--- config.mk ---
export PLATFORM = sky130hd
export DESIGN_NAME = tnl_seq
export DESIGN_NICKNAME = d
export VERILOG_FILES = /design/src/tnl_pkg.sv /design/src/tnl_seq.sv
export SDC_FILE = /design/constraint.sdc
export NUM_CORES = 1
export LEC_CHECK = 0
export ABC_AREA = 1
export BUFFER_PORTS_ARGS = -buffer_cell sky130_fd_sc_hd__buf_4
export CORE_AREA = 2 2 317 319
export CTS_CLUSTER_DIAMETER = 40
export DETAILED_ROUTE_END_ITERATION = 10
export DIE_AREA = 0 0 319 321
export PLACE_DENSITY = 0.39
export SYNTH_ARGS = -nofsm -noshare
export SYNTH_HDL_FRONTEND = slang
export SYNTH_SLANG_ARGS = --single-unit
--- constraint.sdc ---
create_clock -name clk -period 17.6 [get_ports clk]
set_input_delay 3.52 -clock clk [delete_from_list [all_inputs] [get_ports clk]]
set_output_delay 3.52 -clock clk [all_outputs]
set_load 0.005 [all_outputs]
--- src/tnl_pkg.sv ---
// Package for the top-N largest tracker.
// Holds the item structs, table entry layout, command codes and sequencer states.
// Has no dependencies; every other file of the block imports it.
package tnl_pkg;

	typedef struct packed {
		logic        command;
		logic [63:0] key;
		logic [63:0] id_high;
		logic [63:0] id_low;
		logic [5:0]  read_index;
	} req_t;

	typedef struct packed {
		logic        inserted;
		logic [6:0]  position;
		logic [6:0]  entry_count;
		logic        read_valid;
		logic [63:0] read_key;
		logic [63:0] read_id_high;
		logic [63:0] read_id_low;
	} rsp_t;

	typedef struct packed {
		logic [63:0] key;
		logic [63:0] id_high;
		logic [63:0] id_low;
	} entry_t;

	localparam logic CMD_INSERT = 1'b0;
	localparam logic CMD_READ   = 1'b1;

	typedef enum logic [3:0] {
		ST_IDLE,
		ST_START,
		ST_PROBE,
		ST_CMP,
		ST_SLOT,
		ST_SHIFT,
		ST_PLACE,
		ST_RD_WAIT,
		ST_DONE
	} state_t;

	typedef struct packed {
		logic start;
		logic out_free;
	} seq_ctrl_t;

	typedef struct packed {
		logic idle;
		logic done;
	} seq_stat_t;

endpackage

--- src/tnl_seq.sv ---
// Sequencer of the top-N largest tracker: binary search, shift and read of the table.
// One key comparator on the memory read data is reused for every probe.
// Depends on tnl_pkg and drives the ports of tnl_mem.
module tnl_seq #(
	parameter int TABLE_DEPTH = 64,
	parameter int AW          = 6
) (
	input  logic                 clk,
	input  logic                 arst_n,
	input  tnl_pkg::seq_ctrl_t   ctrl,
	input  tnl_pkg::req_t        req,
	output tnl_pkg::seq_stat_t   stat,
	output tnl_pkg::rsp_t        rsp,
	output logic                 mem_wr_en,
	output logic [AW-1:0]        mem_wr_addr,
	output tnl_pkg::entry_t      mem_wr_data,
	output logic                 mem_rd_en,
	output logic [AW-1:0]        mem_rd_addr,
	input  tnl_pkg::entry_t      mem_rd_data
);
	import tnl_pkg::*;

	localparam int UW = ($clog2(TABLE_DEPTH + 1) > 6) ? $clog2(TABLE_DEPTH + 1) : 6;
	localparam int CW = UW + 1;
	localparam logic signed [CW-1:0] ONE       = CW'(1);
	localparam logic signed [CW-1:0] LAST_MOVE = CW'(TABLE_DEPTH - 2);
	localparam logic signed [CW-1:0] DEPTH_S   = CW'(TABLE_DEPTH);
	localparam logic [UW-1:0]        DEPTH_U   = UW'(TABLE_DEPTH);

	state_t state_q, state_d;
	logic [UW-1:0] count_q;
	logic pend_q;
	req_t req_q;
	rsp_t res_q;
	logic signed [CW-1:0] lo_q, hi_q, mid_q, slot_q, k_q;
	logic [AW-1:0] wa_q;

	logic [CW:0] mid_sum;
	logic signed [CW-1:0] mid_c, lo_n, hi_n, count_s, k_init, k_p1;
	logic key_eq, key_lt, key_gt;
	logic rd_hit, shift_go;
	logic [UW-1:0] ridx_u;

	always_comb begin
		count_s = CW'(count_q);
		mid_sum = {lo_q[CW-1], lo_q} + {hi_q[CW-1], hi_q};
		mid_c   = mid_sum[CW:1];
		key_eq  = (mem_rd_data.key == req_q.key);
		key_lt  = (mem_rd_data.key < req_q.key);
		key_gt  = !key_eq && !key_lt;
		lo_n    = key_lt ? lo_q : mid_q + ONE;
		hi_n    = key_lt ? mid_q - ONE : hi_q;
		ridx_u  = UW'(req_q.read_index);
		rd_hit  = (ridx_u < count_q);
		k_init  = ((count_s - ONE) > LAST_MOVE) ? LAST_MOVE : count_s - ONE;
		k_p1    = k_q + ONE;
		shift_go = (k_q >= slot_q);
	end

	always_comb begin
		state_d     = state_q;
		mem_rd_en   = 1'b0;
		mem_rd_addr = '0;
		mem_wr_en   = 1'b0;
		mem_wr_addr = wa_q;
		mem_wr_data = mem_rd_data;
		unique case (state_q)
			ST_IDLE: begin
				if (ctrl.start) begin
					state_d = ST_START;
				end
			end
			ST_START: begin
				if (req_q.command == CMD_READ) begin
					if (rd_hit) begin
						mem_rd_en   = 1'b1;
						mem_rd_addr = AW'(req_q.read_index);
						state_d     = ST_RD_WAIT;
					end else begin
						state_d = ST_DONE;
					end
				end else if (req_q.key == 64'd0) begin
					state_d = ST_DONE;
				end else if (count_q == '0) begin
					state_d = ST_PLACE;
				end else begin
					state_d = ST_PROBE;
				end
			end
			ST_PROBE: begin
				mem_rd_en   = 1'b1;
				mem_rd_addr = mid_c[AW-1:0];
				state_d     = ST_CMP;
			end
			ST_CMP: begin
				if (key_eq || (lo_n > hi_n)) begin
					state_d = ST_SLOT;
				end else begin
					state_d = ST_PROBE;
				end
			end
			ST_SLOT: begin
				if (slot_q >= DEPTH_S) begin
					state_d = ST_DONE;
				end else begin
					state_d = ST_SHIFT;
				end
			end
			ST_SHIFT: begin
				mem_wr_en = pend_q;
				if (shift_go) begin
					mem_rd_en   = 1'b1;
					mem_rd_addr = k_q[AW-1:0];
				end else begin
					state_d = ST_PLACE;
				end
			end
			ST_PLACE: begin
				mem_wr_en   = 1'b1;
				mem_wr_addr = slot_q[AW-1:0];
				mem_wr_data = '{key: req_q.key, id_high: req_q.id_high, id_low: req_q.id_low};
				state_d     = ST_DONE;
			end
			ST_RD_WAIT: begin
				state_d = ST_DONE;
			end
			ST_DONE: begin
				if (ctrl.out_free) begin
					state_d = ST_IDLE;
				end
			end
			default: begin
				state_d = ST_IDLE;
			end
		endcase
	end

	always_ff @(posedge clk or negedge arst_n) begin
		if (!arst_n) begin
			state_q <= ST_IDLE;
			count_q <= '0;
			pend_q  <= 1'b0;
		end else begin
			state_q <= state_d;
			pend_q  <= (state_q == ST_SHIFT) && shift_go;
			if ((state_q == ST_PLACE) && (count_q != DEPTH_U)) begin
				count_q <= count_q + UW'(1);
			end
		end
	end

	always_ff @(posedge clk) begin
		unique case (state_q)
			ST_IDLE: begin
				if (ctrl.start) begin
					req_q <= req;
				end
			end
			ST_START: begin
				res_q  <= '{inserted: 1'b0, position: 7'(TABLE_DEPTH), entry_count: '0,
					read_valid: 1'b0, read_key: '0, read_id_high: '0, read_id_low: '0};
				lo_q   <= '0;
				hi_q   <= count_s - ONE;
				slot_q <= '0;
			end
			ST_PROBE: begin
				mid_q <= mid_c;
			end
			ST_CMP: begin
				lo_q <= lo_n;
				hi_q <= hi_n;
				if (key_eq) begin
					slot_q <= mid_q;
				end else begin
					slot_q <= (key_gt && !hi_n[CW-1]) ? mid_q + ONE : mid_q;
				end
			end
			ST_SLOT: begin
				k_q <= k_init;
			end
			ST_SHIFT: begin
				k_q  <= k_q - ONE;
				wa_q <= k_p1[AW-1:0];
			end
			ST_PLACE: begin
				res_q.inserted <= 1'b1;
				res_q.position <= 7'(slot_q);
			end
			ST_RD_WAIT: begin
				res_q.read_valid   <= 1'b1;
				res_q.read_key     <= mem_rd_data.key;
				res_q.read_id_high <= mem_rd_data.id_high;
				res_q.read_id_low  <= mem_rd_data.id_low;
			end
			ST_DONE: begin
			end
			default: begin
			end
		endcase
	end

	always_comb begin
		rsp             = res_q;
		rsp.entry_count = 7'(count_q);
		stat.idle       = (state_q == ST_IDLE);
		stat.done       = (state_q == ST_DONE) && ctrl.out_free;
	end

endmodule

# Yosys cells after proc, flatten, opt, wreduce, memory -nomap -nowiden
# Cells that the tools add are included.
# word_totals
ff_bits	458
input_bits	395
wordCells	97
# op_classes
n_addsub	7
magnitude_cmp	6
eq_ne	13
muxes	32
reduce_logical	19
# op_table
cell	count
193-bit case mux with 2 select lines	1
192-bit 2-to-1 mux	1
8-bit case mux with 2 select lines	5
64-bit equality test	1
64-bit logical NOT	1
64-bit less-than comparator	1
8-bit 2-to-1 mux	5
4-bit case mux with 8 select lines	1
4-bit 2-to-1 mux	7
6-bit 2-to-1 mux	4
6-bit case mux with 3 select lines	1
4-bit by 3-bit equality test with 1-bit output (second input constant)	4
8-bit by 2-bit subtractor with 8-bit output (second input constant)	2
8-bit by 8-bit adder with 9-bit output	1
8-bit by 2-bit adder with 8-bit output (second input constant)	1
4-bit by 2-bit equality test with 1-bit output (second input constant)	2
8-bit >= comparator	1
8-bit >= comparator (second input constant)	1
8-bit by 7-bit > comparator with 1-bit output (second input constant)	1
8-bit > comparator	1
2-bit nonzero test	4
7-bit by 1-bit subtractor with 8-bit output (second input constant)	1
7-bit by 1-bit adder with 7-bit output (second input constant)	1
7-bit logical NOT	1
17 further kinds	28

# Depth between registers and ports, before layout
# Gate-level depths: netlist (run 1).
# depth
depth_word	7
ltp_mapped	29

# Worst setup path after synthesis (run 1)
# Ideal clock, no wire load.
# synth_timing
path_kind	input -> register
start	in ctrl[1] (netlist bit)
end	reg req_q[0] (netlist bit), enable pin
setup_time_ns	0.762
t_arrival_ns	11.734
slack_ns	5.105
path_stages	2
n_path_buf	0
cell_sequence	inv_1 > nor2_1
# synth_between
elab_chain_cells	1
# synth_lines
item	line_no	text
from (decl)	tnl_seq.sv:10	input tnl_pkg::seq_ctrl_t ctrl,
2-bit AND reduction (no source line)	-	
to (signal assigned)	tnl_seq.sv:156	req_q <= req;
to (decl)	tnl_seq.sv:33	req_t req_q;
# Every way passes these cells.
# A chain may end at the register's enable or synchronous reset.

==> results of run 1 <==
## layer usage
| metal | vias up | track usage, % |
|---|---|---|
| met3 | 143 | 5.82 |
| met4 | 4 | 7.00 |
| met5 | - | 0 |
| li1 | 8621 | - |
| met1 | 8606 | 20.4 |
| met2 | 643 | 29.6 |
## state kept, by name, summed over array words and instances (netlist names)
signal	flops
state_q	4
req_q	199
slot_q	8
count_q	7
pend_q	1
rsp	201
k_q	8
mid_q	8
hi_q	8
wa_q	6
lo_q	8
## report_power, final
group	internal, W	total (W)	leakage, nW	switching [W]
Sequential	0.00162	0.00174	4.37	0.000117
Combinational	0.000500	0.00133	8.64	0.000834
Clock	0.00125	0.00191	1.64	0.000661
## path summary, 6_finish.rpt
path / slack, ns / start / depth (start not counted) / to
max: 9.71 / mem_rd_data[33] / 4 / mem_wr_data[33]
max reg2reg: 13.67 / req_q[197]$_DFFE_PP_ / 22 / state_q[2]$_DFFE_PN0P_
max in group asynchronous: 14.71 / arst_n / 1 / count_q[4]$_DFFE_PN0P_
min in group asynchronous: 2.70 / arst_n / 1 / state_q[1]$_DFFE_PN0P_
min reg2reg: 0.61 / slot_q[5]$_SDFFCE_PN0P_ / 2 / rsp[205]$_SDFFCE_PN0P_
min: 0.61 / slot_q[5]$_SDFFCE_PN0P_ / 2 / rsp[205]$_SDFFCE_PN0P_
## metrics by stage
step / area, sq um / worst slack, ns / hold slack [ns]
floorplan: 21500 / 5.10 / 0.523
global placement: 29000 / 9.71 / 0.598
detailed placement: 29000 / 9.69 / 0.605
CTS: 32500 / 9.70 / 0.614
global route: 32500 / 9.74 / 0.643
finish: 32500 / 9.71 / 0.606
## cell usage after synthesis, types with 5 or more instances
cell,n,area [sq um]
inv_1,344,1290
nor2_1,261,980
xor2_1,29,254
dfrtp_1,12,300
nor4_1,17,106
clkbuf_1,51,191
o21ai_1,10,50.1
inv_2,8,30.0
a21oi_1,49,245
nand2_1,373,1400
nor3_1,7,35.0
nand3_1,36,180
buf_2,20,100
nand4_1,17,106
edfxtp_1,446,13400
o21ai_0,227,1140
o21a_1,5,37.5
ha_1,99,1240
## critical path: cells and delay by family
family          cells  cell delay [ns]
compound gates      1             0.51
buf+inv             3             0.34
## cell type report
type                       instances  area, sq um
inverter                         353         1340
tap                             1298         1620
clock inverter                    79          840
fill                           10400        66700
antenna                           18         45.0
sequential                       458        13700
timing repair buffer             824         6200
clock buffer                     111         2610
multi-input combinational       1177         6180
## cells by family (layout without fill, tap and decap cells)
family | Yosys count | in the layout | synth area share, %
adders and majority gates | 100 | 100 | 5.86
AOI/OAI and AO/OA | 309 | 309 | 7.49
and+or+nand+nor | 735 | 735 | 14.0
other | 0 | 18 | 0
xor gates and xnor gates | 33 | 33 | 1.34
buffers and inverters | 427 | 1367 | 7.66
DFF | 458 | 458 | 63.7
==> out/summary.md, run 1 <==
* HPWL after detailed placement: 72400 microns
* required time reported for the critical path endpoint: 14.08 ns
* all-layer global routing usage: 17.5%
* outcome: completed
* number of nets in the synthesized netlist: 2557
* Port Buf Inserts: 810
* ordered list of cells on the worst path: buf_4, inv_1, o21ai_0, buf_4
* detailed-router iteration count before antenna repair: 5
* sequential area share after synthesis: 63.7%
* total instance count after detailed placement: 4110
* utilization of the core after routing: 32.8%
* number of global-route vias before repair: 18300
* kind of capture point of the worst setup path: output port
* Layout Cells excl Fill: 4318
* static leakage: 14.6 nW
* total count of max-transition violations in the final report: 0
* total routed wirelength: 93100 microns
* Final ANT Viol Nets: 0
* final routed wire length divided by cell count: 21.6 microns
* horizontal die dimension: 319 microns
* buffers inserted during post-CTS setup optimization: 0
* maximum clock insertion buffer count: 3
* placeable core region: 99300 sq um
* Clock Sink Count: 458
* Synth cell types: 46
* RSZ-0062 raised after global routing: no
* top library cells by usage in the layout, fill and taps aside: buf_4 (823), edfxtp_1 (446), nand2_1 (371)
* number of antenna violations at the first check in global routing: 19
* Clock H-tree levels: 3
* type of the most critical hold path: flip-flop to flip-flop
* clock tree from TritonCTS: built
* Slew headroom: 23.4%
* initial core utilization: 21.7%
* met1 layer wirelength in the final routing: 36600 microns
* MaxCap Viol Count: 0
* async set-or-reset flop fraction in the synthesized netlist: 2.62%
* cell with the largest stage delay on the worst path: o21ai_0
* via-per-instance ratio: 4.17
* count of endpoints failing hold in the final timing report: 0
* overall via count from detail_route: 18000
* Fmax: 127 MHz
* CP Data Arrival Time: 4.37 ns
* P&R area growth vs syn: 51.3%
* Routed met3 length: 7300 microns
* total power after layout: 0.00498 W
* post-synthesis instance total: 2062
* Mapped Avg Cell Area: 10.4 sq um
* row count: 116
* crit start category: input port
* gp weighted congestion: 0.969
* cts bufs inserted: 101
* DRC errors left: 0
* uppermost layer routed: met5
* Final TNS setup: 0 ns
* Yosys reg bits: 458
* post_cts resized: 0
* most repeated library cell on the critical path: buf_4
* Worst Skew: 0.0262 ns
* Max FO, Critical Path: 2
* global-route wire length before repair: 130000 microns
* nets: 3410
* largest net degree at the start of global routing: 141
* Post-CTS Hold Buffers: 0
* global route overflow: 0
* Post-Synthesis Cell Area: 21500 sq um
* highest ir drop seen on vdd: 0.120 mV
* maximum single-stage delay on the critical path: 0.51 ns
* DR iter-0 viols: 962
* Clock Pin Slew Worst Setup and Hold Paths: 0.04 ns
* worst skew pair latency: 0.68 ns
* CTS Root Buffer Type: clkbuf_16
* minimum clock period after layout: 7.89 ns
* most frequent standard cell in the layout excluding fill and tap cells: buf_4
* Pwr Density: 153 nW/um^2
* num ports: 811
* WL met2: 46300 microns
* die outline area: 102000 sq um
* share of post-route cells with drive strength above 1: 34.0%
* count of synthesis-stage warnings from yosys: 0
* main flop type after synthesis: edfxtp_1
* Tcrit/Tclk final: 44.9%
* number of enable flip-flop cells after synthesis: 446
* startpoint-to-endpoint class of the critical path: input port to output port
* Vert. Die Dim: 321 microns
* pin slew with the least headroom to its limit: 1.15 ns
* final count of negative-setup-slack endpoints: 0
(Power assumes the default switching activity.)
==> run 2, diff against run 1 <==
Clock period 17.6 ns to 8.3 ns, I/O delays scaled along.
==> out/summary.md, run 2 (same netlist as run 1, synthesis figures left out) <==
* Vert. Die Dim: 321 microns
* MaxCap Viol Count: 0
* placeable core region: 99300 sq um
* detailed-router iteration count before antenna repair: 5
* highest ir drop seen on vdd: 0.213 mV
* Clock Sink Count: 458
* top library cells by usage in the layout, fill and taps aside: buf_4 (821), edfxtp_1 (446), nand2_1 (371)
* global route overflow: 0
* worst skew pair latency: 0.68 ns
* required time reported for the critical path endpoint: 6.64 ns
* hold slack final: 0.572 ns
* die outline area: 102000 sq um
* total instance count after detailed placement: 4108
* largest net degree at the start of global routing: 141
* total routed wirelength: 93500 microns
* maximum single-stage delay on the critical path: 0.64 ns
* ordered list of cells on the worst path: nor2_1, nand2_4, inv_8, buf_4, o21ai_0, buf_4
* horizontal die dimension: 319 microns
* type of the most critical hold path: flip-flop to flip-flop
* P&R area growth vs syn: 53.4%
* Clock H-tree levels: 3
* Pwr Density: 337 nW/um^2
* total power after layout: 0.0111 W
* buffers inserted during post-CTS setup optimization: 0
* CP Data Arrival Time: 3.91 ns
* num ports: 811
* post_cts resized: 0
* Tcrit/Tclk final: 67.1%
* Max FO, Critical Path: 140
* startpoint-to-endpoint class of the critical path: flip-flop to output port
* count of endpoints failing hold in the final timing report: 0
* row count: 116
* Port Buf Inserts: 810
* number of antenna violations at the first check in global routing: 17
* gp weighted congestion: 0.896
* via-per-instance ratio: 4.15
* final routed wire length divided by cell count: 21.6 microns
* minimum clock period after layout: 5.57 ns
* Clock Pin Slew Worst Setup and Hold Paths: 0.05 ns
* most frequent standard cell in the layout excluding fill and tap cells: buf_4
* RSZ-0062 raised after global routing: no
* kind of capture point of the worst setup path: output port
* most repeated library cell on the critical path: buf_4
* static leakage: 14.9 nW
* initial core utilization: 21.7%
* DRC errors left: 0
* CTS Root Buffer Type: clkbuf_16
* Largest register FFs: 201
* global-route wire length before repair: 129000 microns
* Worst Skew: 0.0248 ns
* maximum clock insertion buffer count: 3
* nets: 3413
* all-layer global routing usage: 17.5%
* Final ANT Viol Nets: 0
* Post-CTS Hold Buffers: 0
* Layout Cells excl Fill: 4323
* pin slew with the least headroom to its limit: 1.07 ns
* total count of max-transition violations in the final report: 0
* DR iter-0 viols: 1036
* cts bufs inserted: 106
* final count of negative-setup-slack endpoints: 0
* Fmax: 180 MHz
* Final TNS setup: 0 ns
* cell with the largest stage delay on the worst path: inv_8
* crit start category: flip-flop
* number of filler instances in the final layout: 10300
* share of post-route cells with drive strength above 1: 34.2%
* outcome: completed
* Slew headroom: 28.9%
* HPWL after detailed placement: 72900 microns
* number of global-route vias before repair: 18000
* clock tree from TritonCTS: built
* overall via count from detail_route: 17900
==> run 2: final timing paths <==
kind,from,to,slack [ns],cells after the start
worst max-delay path,state_q[3]$_DFFE_PN0P_,mem_wr_data[34],2.73,6
worst max register to register,state_q[3]$_DFFE_PN0P_,count_q[5]$_DFFE_PN0P_,4.62,8
worst min-delay path,count_q[3]$_DFFE_PN0P_,count_q[3]$_DFFE_PN0P_,0.57,1
max in group asynchronous,arst_n,state_q[0]$_DFFE_PN0P_,7.29,1
worst min register to register,count_q[3]$_DFFE_PN0P_,count_q[3]$_DFFE_PN0P_,0.57,1
min in group asynchronous,arst_n,state_q[2]$_DFFE_PN0P_,0.84,1
==> run 2: report_power, final <==
part,internal [W],switching [W],total [W],leakage [nW]
sequential,0.00344,0.000252,0.00369,4.37
clock,0.00315,0.00143,0.00458,1.86
combinational,0.00106,0.00178,0.00284,8.63
==> run 2: stage by stage <==
stage / worst slack, ns / utilization (%) / instance area, sq um
6_report: 2.73 / 33.2 / 33000
5_1_grt: 2.38 / 33.2 / 33000
4_1_cts: 2.72 / 33.2 / 32900
3_5_place_dp: 3.34 / 29.2 / 29000
3_3_place_gp: 3.33 / 29.2 / 29000
2_1_floorplan: 0.996 / - / 21500
==> run 2: final cells by class <==
type                       instances  area, sq um  share of cell area (%)
antenna                           15         37.5                   0.114
clock buffer                     115         2690                    8.15
clock inverter                    85         1220                    3.70
inverter                         353         1340                    4.06
multi-input combinational       1177         6180                    18.8
sequential                       458        13700                    41.5
tap                             1298         1620                    4.93
timing repair buffer             822         6180                    18.8
==> run 2: per-layer routing <==
layer	wire length [microns]	share of wire (%)	track usage [%]	up-vias
li1	-	-	-	8619
met1	36900	40	20.7	8462
met2	45300	48	28.9	672
met3	7540	8.1	5.57	162
met4	3650	3.9	8.46	4
met5	27	0.029	0	-
==> run 2: worst max-delay path: cells and delay by family (launching register included) <==
kind	cells	cell delay, ns
AO/OA/AOI/OAI	1	0.30
flip-flops	1	0.40
buffers and inverters	3	1.49
AND/OR/NAND/NOR	2	0.76
